===== config.mk =====
export PLATFORM = sky130hd
export DESIGN_NAME = ldrm_geom
export DESIGN_NICKNAME = d
export VERILOG_FILES = /design/src/hdl/ldrm_pkg.sv /design/src/hdl/ldrm_geom.sv
export SDC_FILE = /design/constraint.sdc
export NUM_CORES = 2
export LEC_CHECK = 0
export BUFFER_PORTS_ARGS = -buffer_cell sky130_fd_sc_hd__buf_2
export CELL_PAD_IN_SITES_DETAIL_PLACEMENT = 0
export CELL_PAD_IN_SITES_GLOBAL_PLACEMENT = 1
export CORE_UTILIZATION = 34
export CTS_CLUSTER_SIZE = 25
export DETAILED_ROUTE_END_ITERATION = 8
export PLACE_DENSITY = 0.57
export SYNTH_ARGS = -nofsm -noshare
export SYNTH_HDL_FRONTEND = slang
export SYNTH_SLANG_ARGS = --single-unit

===== constraint.sdc =====
create_clock -name clk -period 13.31 [get_ports clk]
set_input_delay 0.6655 -clock clk [delete_from_list [all_inputs] [get_ports clk]]
set_output_delay 0.6655 -clock clk [all_outputs]
set_load 0.02 [all_outputs]

===== src/hdl/ldrm_pkg.sv =====
// ----------------------------------------------------------------------------
// Letterbox dirty rectangle mapper package
// Shared word types, register indexes, geometry sequencer states and the
// restoring division step used by both the geometry unit and the item pipe.
// ----------------------------------------------------------------------------
package ldrm_pkg;

    localparam logic [2:0] REG_CLIENT_WIDTH  = 3'd0;
    localparam logic [2:0] REG_CLIENT_HEIGHT = 3'd1;
    localparam logic [2:0] REG_BACK_WIDTH    = 3'd2;
    localparam logic [2:0] REG_BACK_HEIGHT   = 3'd3;
    localparam logic [2:0] REG_INTEGER_MODE  = 3'd4;
    localparam logic [2:0] REG_SMOOTH_ENABLE = 3'd5;

    localparam logic [31:0] EDGE_MARK = 32'h7FFF_FFFF;

    typedef struct packed {
        logic        op;
        logic [31:0] rect_left;
        logic [31:0] rect_top;
        logic [31:0] rect_right;
        logic [31:0] rect_bottom;
    } in_word_t;

    typedef struct packed {
        logic        valid_res;
        logic        fallback_full;
        logic [15:0] dest_left;
        logic [15:0] dest_top;
        logic [15:0] dest_width;
        logic [15:0] dest_height;
        logic [15:0] src_left;
        logic [15:0] src_top;
        logic [15:0] src_width;
        logic [15:0] src_height;
        logic        smooth;
        logic [3:0]  band_mask;
    } out_word_t;

    typedef struct packed {
        logic [15:0] client_width;
        logic [15:0] client_height;
        logic [15:0] back_width;
        logic [15:0] back_height;
        logic        integer_mode;
        logic        smooth_enable;
    } cfg_t;

    typedef struct packed {
        logic        ok;
        logic [15:0] dw;
        logic [15:0] dh;
        logic [15:0] dx;
        logic [15:0] dy;
        logic [3:0]  bands;
        logic        smooth;
    } geom_t;

    typedef struct packed {
        logic [15:0] rem;
        logic [15:0] low;
    } div_lane_t;

    typedef enum logic [3:0] {
        GEO_IDLE,
        GEO_MUL,
        GEO_CMP,
        GEO_DIV_A,
        GEO_DIV_B,
        GEO_SCALE,
        GEO_SIZE,
        GEO_OFFSET,
        GEO_BAND
    } geo_state_t;

    // One restoring step: the partial remainder is always below the divisor,
    // so the quotient bit shifts into the vacated low end.
    function automatic div_lane_t div_step(div_lane_t a, logic [15:0] d);
        logic [16:0] t;
        div_lane_t   r;
        t     = {a.rem, a.low[15]};
        r.low = {a.low[14:0], 1'b0};
        if (t >= {1'b0, d})
        begin
            r.rem    = 16'(t - {1'b0, d});
            r.low[0] = 1'b1;
        end
        else
        begin
            r.rem = t[15:0];
        end
        return r;
    endfunction

endpackage


===== src/hdl/ldrm_geom.sv =====
// ----------------------------------------------------------------------------
// Letterbox geometry unit
// Works out the aspect-fit destination rectangle (integer-scaled in integer mode when the client covers the
// backbuffer), offsets, band mask and smooth flag after each configuration write, using one iterative divider.
// ----------------------------------------------------------------------------
module ldrm_geom #(
    parameter int MAX_INT_SCALE = 4096
) (
    input  logic           clk,
    input  logic           rst_n,
    input  logic           start,
    input  ldrm_pkg::cfg_t cfg,
    output logic           busy,
    output ldrm_pkg::geom_t geo
);
    import ldrm_pkg::*;

    localparam logic [15:0] MAX_K = 16'(MAX_INT_SCALE);

    geo_state_t  state_reg, state_next;
    logic [31:0] prod_a_reg, prod_b_reg;
    logic        fit_w_reg, up_reg;
    div_lane_t   dv_reg;
    logic [15:0] dsor_reg;
    logic [3:0]  cnt_reg;
    logic [15:0] qa_reg, qb_reg, k_reg;
    logic [15:0] dw_reg, dh_reg, dx_reg, dy_reg;
    logic [3:0]  band_reg;
    logic        smooth_reg;

    div_lane_t   dv_step;
    logic        fit_w;
    logic [31:0] num_a;
    logic [15:0] k_min;
    logic [31:0] dw_raw, dh_raw;

    assign dv_step = div_step(dv_reg, dsor_reg);
    assign fit_w   = prod_a_reg <= prod_b_reg;
    assign num_a   = up_reg ? {16'd0, cfg.client_width} : (fit_w ? prod_a_reg : prod_b_reg);
    assign k_min   = (qa_reg < qb_reg) ? qa_reg : qb_reg;
    assign dw_raw  = up_reg ? 32'({16'd0, cfg.back_width} * {16'd0, k_reg})
                            : (fit_w_reg ? {16'd0, cfg.client_width} : {16'd0, qa_reg});
    assign dh_raw  = up_reg ? 32'({16'd0, cfg.back_height} * {16'd0, k_reg})
                            : (fit_w_reg ? {16'd0, qa_reg} : {16'd0, cfg.client_height});

    always_ff @(posedge clk or negedge rst_n)
    begin
        if (!rst_n)
            state_reg <= GEO_IDLE;
        else
            state_reg <= state_next;
    end

    always_comb
    begin
        state_next = state_reg;
        busy       = (state_reg != GEO_IDLE);
        case (state_reg)
            GEO_IDLE:   state_next = GEO_IDLE;
            GEO_MUL:    state_next = GEO_CMP;
            GEO_CMP:    state_next = GEO_DIV_A;
            GEO_DIV_A:  if (cnt_reg == 4'd15) state_next = GEO_DIV_B;
            GEO_DIV_B:  if (cnt_reg == 4'd15) state_next = GEO_SCALE;
            GEO_SCALE:  state_next = GEO_SIZE;
            GEO_SIZE:   state_next = GEO_OFFSET;
            GEO_OFFSET: state_next = GEO_BAND;
            GEO_BAND:   state_next = GEO_IDLE;
            default:    state_next = GEO_IDLE;
        endcase
        if (start)
            state_next = GEO_MUL;
    end

    always_ff @(posedge clk)
    begin
        case (state_reg)
            GEO_MUL:
            begin
                prod_a_reg <= 32'({16'd0, cfg.client_width} * {16'd0, cfg.back_height});
                prod_b_reg <= 32'({16'd0, cfg.client_height} * {16'd0, cfg.back_width});
                up_reg     <= cfg.integer_mode && (cfg.client_width >= cfg.back_width)
                              && (cfg.client_height >= cfg.back_height);
            end
            GEO_CMP:
            begin
                fit_w_reg  <= fit_w;
                dv_reg.rem <= num_a[31:16];
                dv_reg.low <= num_a[15:0];
                dsor_reg   <= (up_reg || fit_w) ? cfg.back_width : cfg.back_height;
                cnt_reg    <= 4'd0;
            end
            GEO_DIV_A:
            begin
                cnt_reg <= cnt_reg + 4'd1;
                if (cnt_reg == 4'd15)
                begin
                    qa_reg     <= dv_step.low;
                    dv_reg.rem <= 16'd0;
                    dv_reg.low <= cfg.client_height;
                    dsor_reg   <= cfg.back_height;
                end
                else
                begin
                    dv_reg <= dv_step;
                end
            end
            GEO_DIV_B:
            begin
                cnt_reg <= cnt_reg + 4'd1;
                dv_reg  <= dv_step;
                if (cnt_reg == 4'd15)
                    qb_reg <= dv_step.low;
            end
            GEO_SCALE:
            begin
                if (k_min == 16'd0)
                    k_reg <= 16'd1;
                else if (k_min > MAX_K)
                    k_reg <= MAX_K;
                else
                    k_reg <= k_min;
            end
            GEO_SIZE:
            begin
                if (dw_raw == 32'd0)
                    dw_reg <= 16'd1;
                else if (dw_raw > {16'd0, cfg.client_width})
                    dw_reg <= cfg.client_width;
                else
                    dw_reg <= dw_raw[15:0];
                if (dh_raw == 32'd0)
                    dh_reg <= 16'd1;
                else if (dh_raw > {16'd0, cfg.client_height})
                    dh_reg <= cfg.client_height;
                else
                    dh_reg <= dh_raw[15:0];
            end
            GEO_OFFSET:
            begin
                dx_reg <= 16'((cfg.client_width - dw_reg) >> 1);
                dy_reg <= 16'((cfg.client_height - dh_reg) >> 1);
            end
            GEO_BAND:
            begin
                band_reg[0] <= dy_reg != 16'd0;
                band_reg[1] <= dx_reg != 16'd0;
                band_reg[2] <= ({1'b0, dx_reg} + {1'b0, dw_reg}) < {1'b0, cfg.client_width};
                band_reg[3] <= ({1'b0, dy_reg} + {1'b0, dh_reg}) < {1'b0, cfg.client_height};
                smooth_reg  <= cfg.smooth_enable && (!cfg.integer_mode
                               || (cfg.client_width < cfg.back_width)
                               || (cfg.client_height < cfg.back_height));
            end
            default:
            begin
            end
        endcase
    end

    assign geo.ok     = (cfg.client_width != 16'd0) && (cfg.client_height != 16'd0)
                        && (cfg.back_width != 16'd0) && (cfg.back_height != 16'd0);
    assign geo.dw     = dw_reg;
    assign geo.dh     = dh_reg;
    assign geo.dx     = dx_reg;
    assign geo.dy     = dy_reg;
    assign geo.bands  = band_reg;
    assign geo.smooth = smooth_reg;

    a_div_count_reset: assert property (@(posedge clk) disable iff (!rst_n)
        (state_reg == GEO_CMP) |=> (cnt_reg == 4'd0))
        else $error("divider count not cleared on load");
    a_start_restarts: assert property (@(posedge clk) disable iff (!rst_n)
        start |=> (state_reg == GEO_MUL))
        else $error("geometry did not restart after a write");
    a_idle_holds: assert property (@(posedge clk) disable iff (!rst_n)
        (state_reg == GEO_IDLE && !start) |=> $stable(dw_reg) && $stable(dh_reg))
        else $error("geometry changed while idle");

endmodule

Yosys cells after proc, flatten, opt, wreduce, memory -nomap -nowiden
Index checks and enable logic that the tools add are counted.
{"block": "totals", "register_bits": 237, "word_cells": 104, "out_inout_bits": 71, "in_bits": 69}
{"block": "classes", "n_eq_ne": 12, "n_mux": 22, "n_addsub": 6, "multipliers": 4, "magnitude_cmp": 12, "n_reduce_logical": 29}
{"op": "two-way mux 32 bit", "n": 5}
{"op": "multiplier 16 x 16 -> 32 bit", "n": 4}
{"op": "two-way mux 16 bit", "n": 8}
{"op": "case mux 32 bit (3 select lines)", "n": 1}
{"op": "nonzero test 16 bit", "n": 6}
{"op": "greater-than comparator 32 x 16 -> 1 bit", "n": 2}
{"op": "logical NOT 32 bit", "n": 2}
{"op": "< comparator 16 bit", "n": 3}
{"op": "subtractor 16 bit", "n": 3}
{"op": "adder 15 x 16 -> 17 bit", "n": 2}
{"op": "< comparator 17 x 16 -> 1 bit", "n": 2}
{"op": "greater-or-equal comparator 16 bit", "n": 2}
{"op": "<= comparator 32 bit", "n": 1}
{"op": "case mux 16 bit (2 select lines)", "n": 1}
{"op": "case mux 4 bit (7 select lines)", "n": 1}
{"op": "greater-or-equal comparator 17 x 16 -> 1 bit", "n": 1}
{"op": "== test 4 x 3 -> 1 bit (second input constant)", "n": 4}
{"op": "greater-than comparator 16 x 13 -> 1 bit (second input constant)", "n": 1}
{"op": "logical NOT 16 bit", "n": 1}
{"op": "two-way mux 13 bit", "n": 1}
{"op": "two-way mux 4 bit", "n": 3}
{"op": "== test 4 x 2 -> 1 bit (second input constant)", "n": 2}
{"op": "== test 4 bit (second input constant)", "n": 2}
{"op": "case mux 4 bit (2 select lines)", "n": 1}
{"op": "other kinds (13)", "n": 26}

Logic depth before layout (Yosys ltp)
{"block": "logic_depth", "depth_word": 4, "depth_mapped": 33, "depth_no_buf": 30}

Worst setup path after synthesis
Ideal clock, no wire load.
{"block": "synth_path", "path_kind": "input-to-reg", "from": "input cfg[29] in the netlist's numbering", "to": "register dw_reg[10], data pin", "path_slack_ns": 5.256, "path_stages": 29, "arrival_time_ns": 7.784, "path_buffers": 3, "required_time_ns": 13.040, "setup_ns": 0.270, "path_cell_list": "clkbuf_1 -> clkbuf_1 -> nand2_1 -> fa_1 -> fa_1 -> inv_1 -> fa_1 -> fa_1 -> fa_1 -> inv_1 -> fa_1 -> inv_1 -> ha_1 -> a21oi_1 -> o21ai_0 -> or3_1 -> nand3_1 -> o21ai_0 -> ha_1 -> nand4_1 -> nor2_1 -> and2_0 -> a221o_1 -> o21a_1 -> or2_2 -> o22ai_1 -> clkbuf_1 -> a21o_1 -> a21oi_1"}
{"block": "synth_via", "elab_chain_len": 4, "elab_cells_between_ends": 5, "cone_classes": "mul: 1; order compare: 1; mux: 2; reduce/logical: 1"}
{"item": "start: declaration", "line": "ldrm_geom.sv:12", "source": "input ldrm_pkg::cfg_t cfg,"}
{"item": "multiplier 16 x 16 -> 32 bit *", "line": "ldrm_geom.sv:41", "source": "assign dw_raw = up_reg ? 32'({16'd0, cfg.back_width} * {16'd0, k_reg})"}
{"item": "two-way mux 32 bit *", "line": "ldrm_geom.sv:41"}
{"item": "greater-than comparator 32 x 16 -> 1 bit", "line": "ldrm_geom.sv:127", "source": "else if (dw_raw > {16'd0, cfg.client_width})"}
{"item": "two-way mux 16 bit", "line": "ldrm_geom.sv:127"}
{"item": "end signal: assignment", "line": "ldrm_geom.sv:128", "source": "dw_reg <= cfg.client_width;"}
{"item": "end signal: assignment", "line": "ldrm_geom.sv:130", "source": "dw_reg <= dw_raw[15:0];"}
{"item": "end: declaration", "line": "ldrm_geom.sv:27", "source": "logic [15:0] dw_reg, dh_reg, dx_reg, dy_reg;"}
Mark *: on every way between the ends. The rest lies on a longest branch, timed or not.
A chain may end at the register's enable or synchronous reset.

Final worst setup path
{"block": "layout_path", "from": "register k_reg[11]", "to": "register dw_reg[9], data pin"}
{"block": "layout_via", "elab_chain_len": 4, "elab_cells_between_ends": 5, "cone_classes": "mul: 1; order compare: 1; mux: 2; reduce/logical: 1"}
{"item": "start: declaration", "line": "ldrm_geom.sv:26", "source": "logic [15:0] qa_reg, qb_reg, k_reg;"}
{"item": "start signal: assignment", "line": "ldrm_geom.sv:121", "source": "k_reg <= k_min;"}
{"item": "multiplier 16 x 16 -> 32 bit *", "line": "ldrm_geom.sv:41"}
{"item": "two-way mux 32 bit *", "line": "ldrm_geom.sv:41"}
{"item": "greater-than comparator 32 x 16 -> 1 bit", "line": "ldrm_geom.sv:127"}
{"item": "two-way mux 16 bit", "line": "ldrm_geom.sv:127"}
Marked as above.

==> summary.txt <==
Logic synthesis
  • Syn avg cell area: 8.89 sq um
  • Post-Syn Area: 0.0507 sq mm
  • Main area contributors after synthesis: fa_1 (31%), ha_1 (16%), edfxtp_1 (14%), inv_1 (8.1%), nand2_1 (5.4%)
  • Yosys reg bits: 237
  • Yosys top cell area share: 30.8%
  • Top FF cell, synth: edfxtp_1
  • Most frequent cell after synthesis: inv_1
  • Synth top cells by count: inv_1 (1097), fa_1 (781), nand2_1 (734)
  • Yosys cell types: 86
  • Ys Warns: 0
  • Post-synth ARST share: 1.69%
  • Sequential area share after synthesis: 14.0%
  • Syn Inst Count: 5703
  • EDFF count, synth: 233
  • Leading area contributor after synthesis: fa_1

Power
  • Internal power: 5180 uW
  • P per Cell Area: 206 mW/mm^2
  • Sw frac: 53.9%
  • Combinational power share: 78.5%
  • P_leak: 0.0268 uW
  • Reg power frac: 12.7%
  • Worst ir drop on vdd: 0.305 mV
  • Psw: 6050 uW
  • Clock Power Share: 8.8%

Cells and area
  • Layout area overhead: 7.69%
  • Filler Cell Count: 15200
  • Fin nets: 7181
  • Layout Cells excl Fill: 7654
  • Layout cell share with drive strength beyond 1: 5.36%

Placement
  • Dpl hpwl: 141000 um
  • Input/output buffers: 137
  • Placed cells: 7592
  • Final RePlAce weighted congestion: 0.912

Flow run
  • Max Cap Viol: 0

Setup path
  • Reg-to-Reg Start: k_reg[11]
  • Reg2Reg Setup Slack: 3.28 ns
  • Data arrival time of the critical path: 10.29 ns
  • CP Max Fanout: 17
  • CP required: 13.57 ns
  • Crit. End Element: register
  • Critical path type: register to register
  • Setup crit start: k_reg[11]
  • Worst r2r path cells: 22
  • Worst setup SP type: register
  • CP endpoint: dw_reg[9]
  • Reg2reg end: dw_reg[9]

Timing
  • Maximum clock rate: 99.7 MHz
  • Final period util: 75.4%
  • Final Skew: 0.0348 ns
  • RSZ-0062 raised after global routing: false
  • Final max-slew violation count: 0
  • Total negative slack: 0 ns
  • Relative slew margins: 17.1%
  • Final Hold Viols: 0
  • Post-route minimum period: 10.03 ns
  • Final setup violation count: 0
  • Worst-Margin Slew: 1.24 ns

Detailed routing
  • Drt initial violations: 3108
  • Antenna-violating nets left: 0
  • DRC viols: 0
  • Total Routed Length: 187000 um
  • DRT Pass-1 Iters: 6
  • Via/cell ratio: 5.31
  • Routed len/inst: 24.4 um
  • Via count: 40600

Clock network
  • CTS tree: built
  • Later-pin clock latency in the skew report: 0.57 ns
  • CTS-repair resized insts: 0
  • Htree depth: 2
  • TritonCTS Buffers: 34
  • Clock sinks: 237
  • Clock Tree Root: clkbuf_16
  • Reg clk slew, reported paths: 0.07 ns
  • Clock tree buffer depth: 3

Floorplanning
  • Die ar.: 0.151 sq mm
  • IO Pins: 140
  • Row Count: 141
  • Initial Util: 34.3%
  • Floorplan die height: 388 um
  • Core area: 0.148 sq mm
  • Die W: 388 um

Global route
  • M2 GR Usage: 41.1%
  • Gr usage total: 24.8%
  • Antenna violations before repair: 13
  • First-pass GRT wire length: 279000 um
  • Busiest grt layer: met2
  • Largest net degree at the start of global routing: 74
  • M3 GR Usage: 2.83%
  • Vias in the first global route: 42000
  • Met1 Use GR: 34.5%
  • Total grt overflow: 0

Hold path
  • Worst hold path type: input pin to register

Outcome
  • Status: finished clean
==> area by class of cell <==
class,count,area (sq um),share of cell area [%]
Sequential cell,237,7100,13.0
Clock inverter,21,267,0.488
Inverter,1115,4190,7.66
Antenna cell,1,2.50,0.00458
Clock buffer,39,901,1.65
Multi-Input combinational cell,4103,38500,70.5
Tap cell,1930,2410,4.42
Timing Repair Buffer,208,1220,2.24
==> timing repair <==
action,CTS,global route
hold endpoints to repair,4,0
hold buffers,1,0
setup buffers,0,0
==> layout by cell type, fill, tap and decap left out, types with 38 or more instances in the layout <==
cell type  count
nor2_1       355
inv_1       1097
nand2_1      734
nand3_1       49
ha_1         632
xor2_1        39
a21o_1       112
mux2i_1       70
buf_2        137
a21oi_1      181
xnor2_1      103
edfxtp_1     233
fa_1         781
nor3_1        62
o21a_1        38
buf_4         70
o21ai_0      160
and2_1       261
nor4_1        44
nand4_1       40
==> metrics by stage <==
stage	hold slack [ns]	utilization, %	instance area [sq um]	total power [uW]	setup WS (ns)
after floorplan	0.370	-	50700	7180	5.26
after global placement	0.471	36.1	53400	10200	3.55
after detailed placement	0.473	36.1	53400	10200	3.44
after CTS	0.288	36.9	54600	11300	3.39
after global routing	0.322	36.9	54600	12200	2.71
final	0.309	36.9	54600	11200	3.28
==> cells by family (layout without fill, tap and decap cells) <==
kind of cell | count (synthesis) | count (layout) | synth area share, %
DFF | 237 | 237 | 14.0
other | 1 | 6 | 0.00739
muxes | 74 | 74 | 1.47
buffers and inverters | 1367 | 1383 | 10.2
xor gates and xnor gates | 142 | 142 | 2.45
and+or+nand+nor | 1711 | 1711 | 15.6
AOI/OAI and AO/OA | 758 | 758 | 9.91
adders and majority gates | 1413 | 1413 | 46.4
==> power groups by stage <==
stage | Combinational (uW) | Sequential (uW) | Clock, uW
2_1_floorplan | 5850 | 1330 | 0
3_3_place_gp | 8810 | 1440 | 0
3_5_place_dp | 8770 | 1440 | 0
4_1_cts | 8840 | 1430 | 1010
5_1_grt | 9700 | 1430 | 1030
6_report | 8820 | 1430 | 991
==> worst min-delay path by stage <==
stage,from,end,slack [ns],depth (start not counted)
after floorplan,rst_n,state_reg[0],0.37,0
after global placement,rst_n,state_reg[0],0.47,1
after detailed placement,rst_n,state_reg[1],0.47,1
after CTS,start,state_reg[2],0.29,2
after global routing,start,state_reg[1],0.32,2
final,start,state_reg[2],0.31,2
==> per-layer routing <==
| layer | wire length, um | part of all wire (%) |
|---|---|---|
| met1 | 83500 | 45 |
| met2 | 87200 | 47 |
| met3 | 11300 | 6.0 |
| met4 | 4870 | 2.6 |
| met5 | 23 | 0.012 |
==> worst max-delay path, stage by stage, from the launching register on <==
cell and delay (ns):
edfxtp_1 0.99, buf_4 0.44, nand2_1 0.13, fa_1 0.45
fa_1 0.49, inv_1 0.05, fa_1 0.57, inv_1 0.06
fa_1 0.50, fa_1 0.43, fa_1 0.49, inv_1 0.04
ha_1 0.39, nand2_1 0.14, o21ai_0 0.62, o21ai_1 0.26
a2111oi_0 0.56, o21ai_0 0.18, a21oi_1 0.17, nand4_1 0.79
or2_2 0.66, a21oi_1 0.98, o21ai_0 0.27
Note: power is estimated with default switching activity, not from simulation.
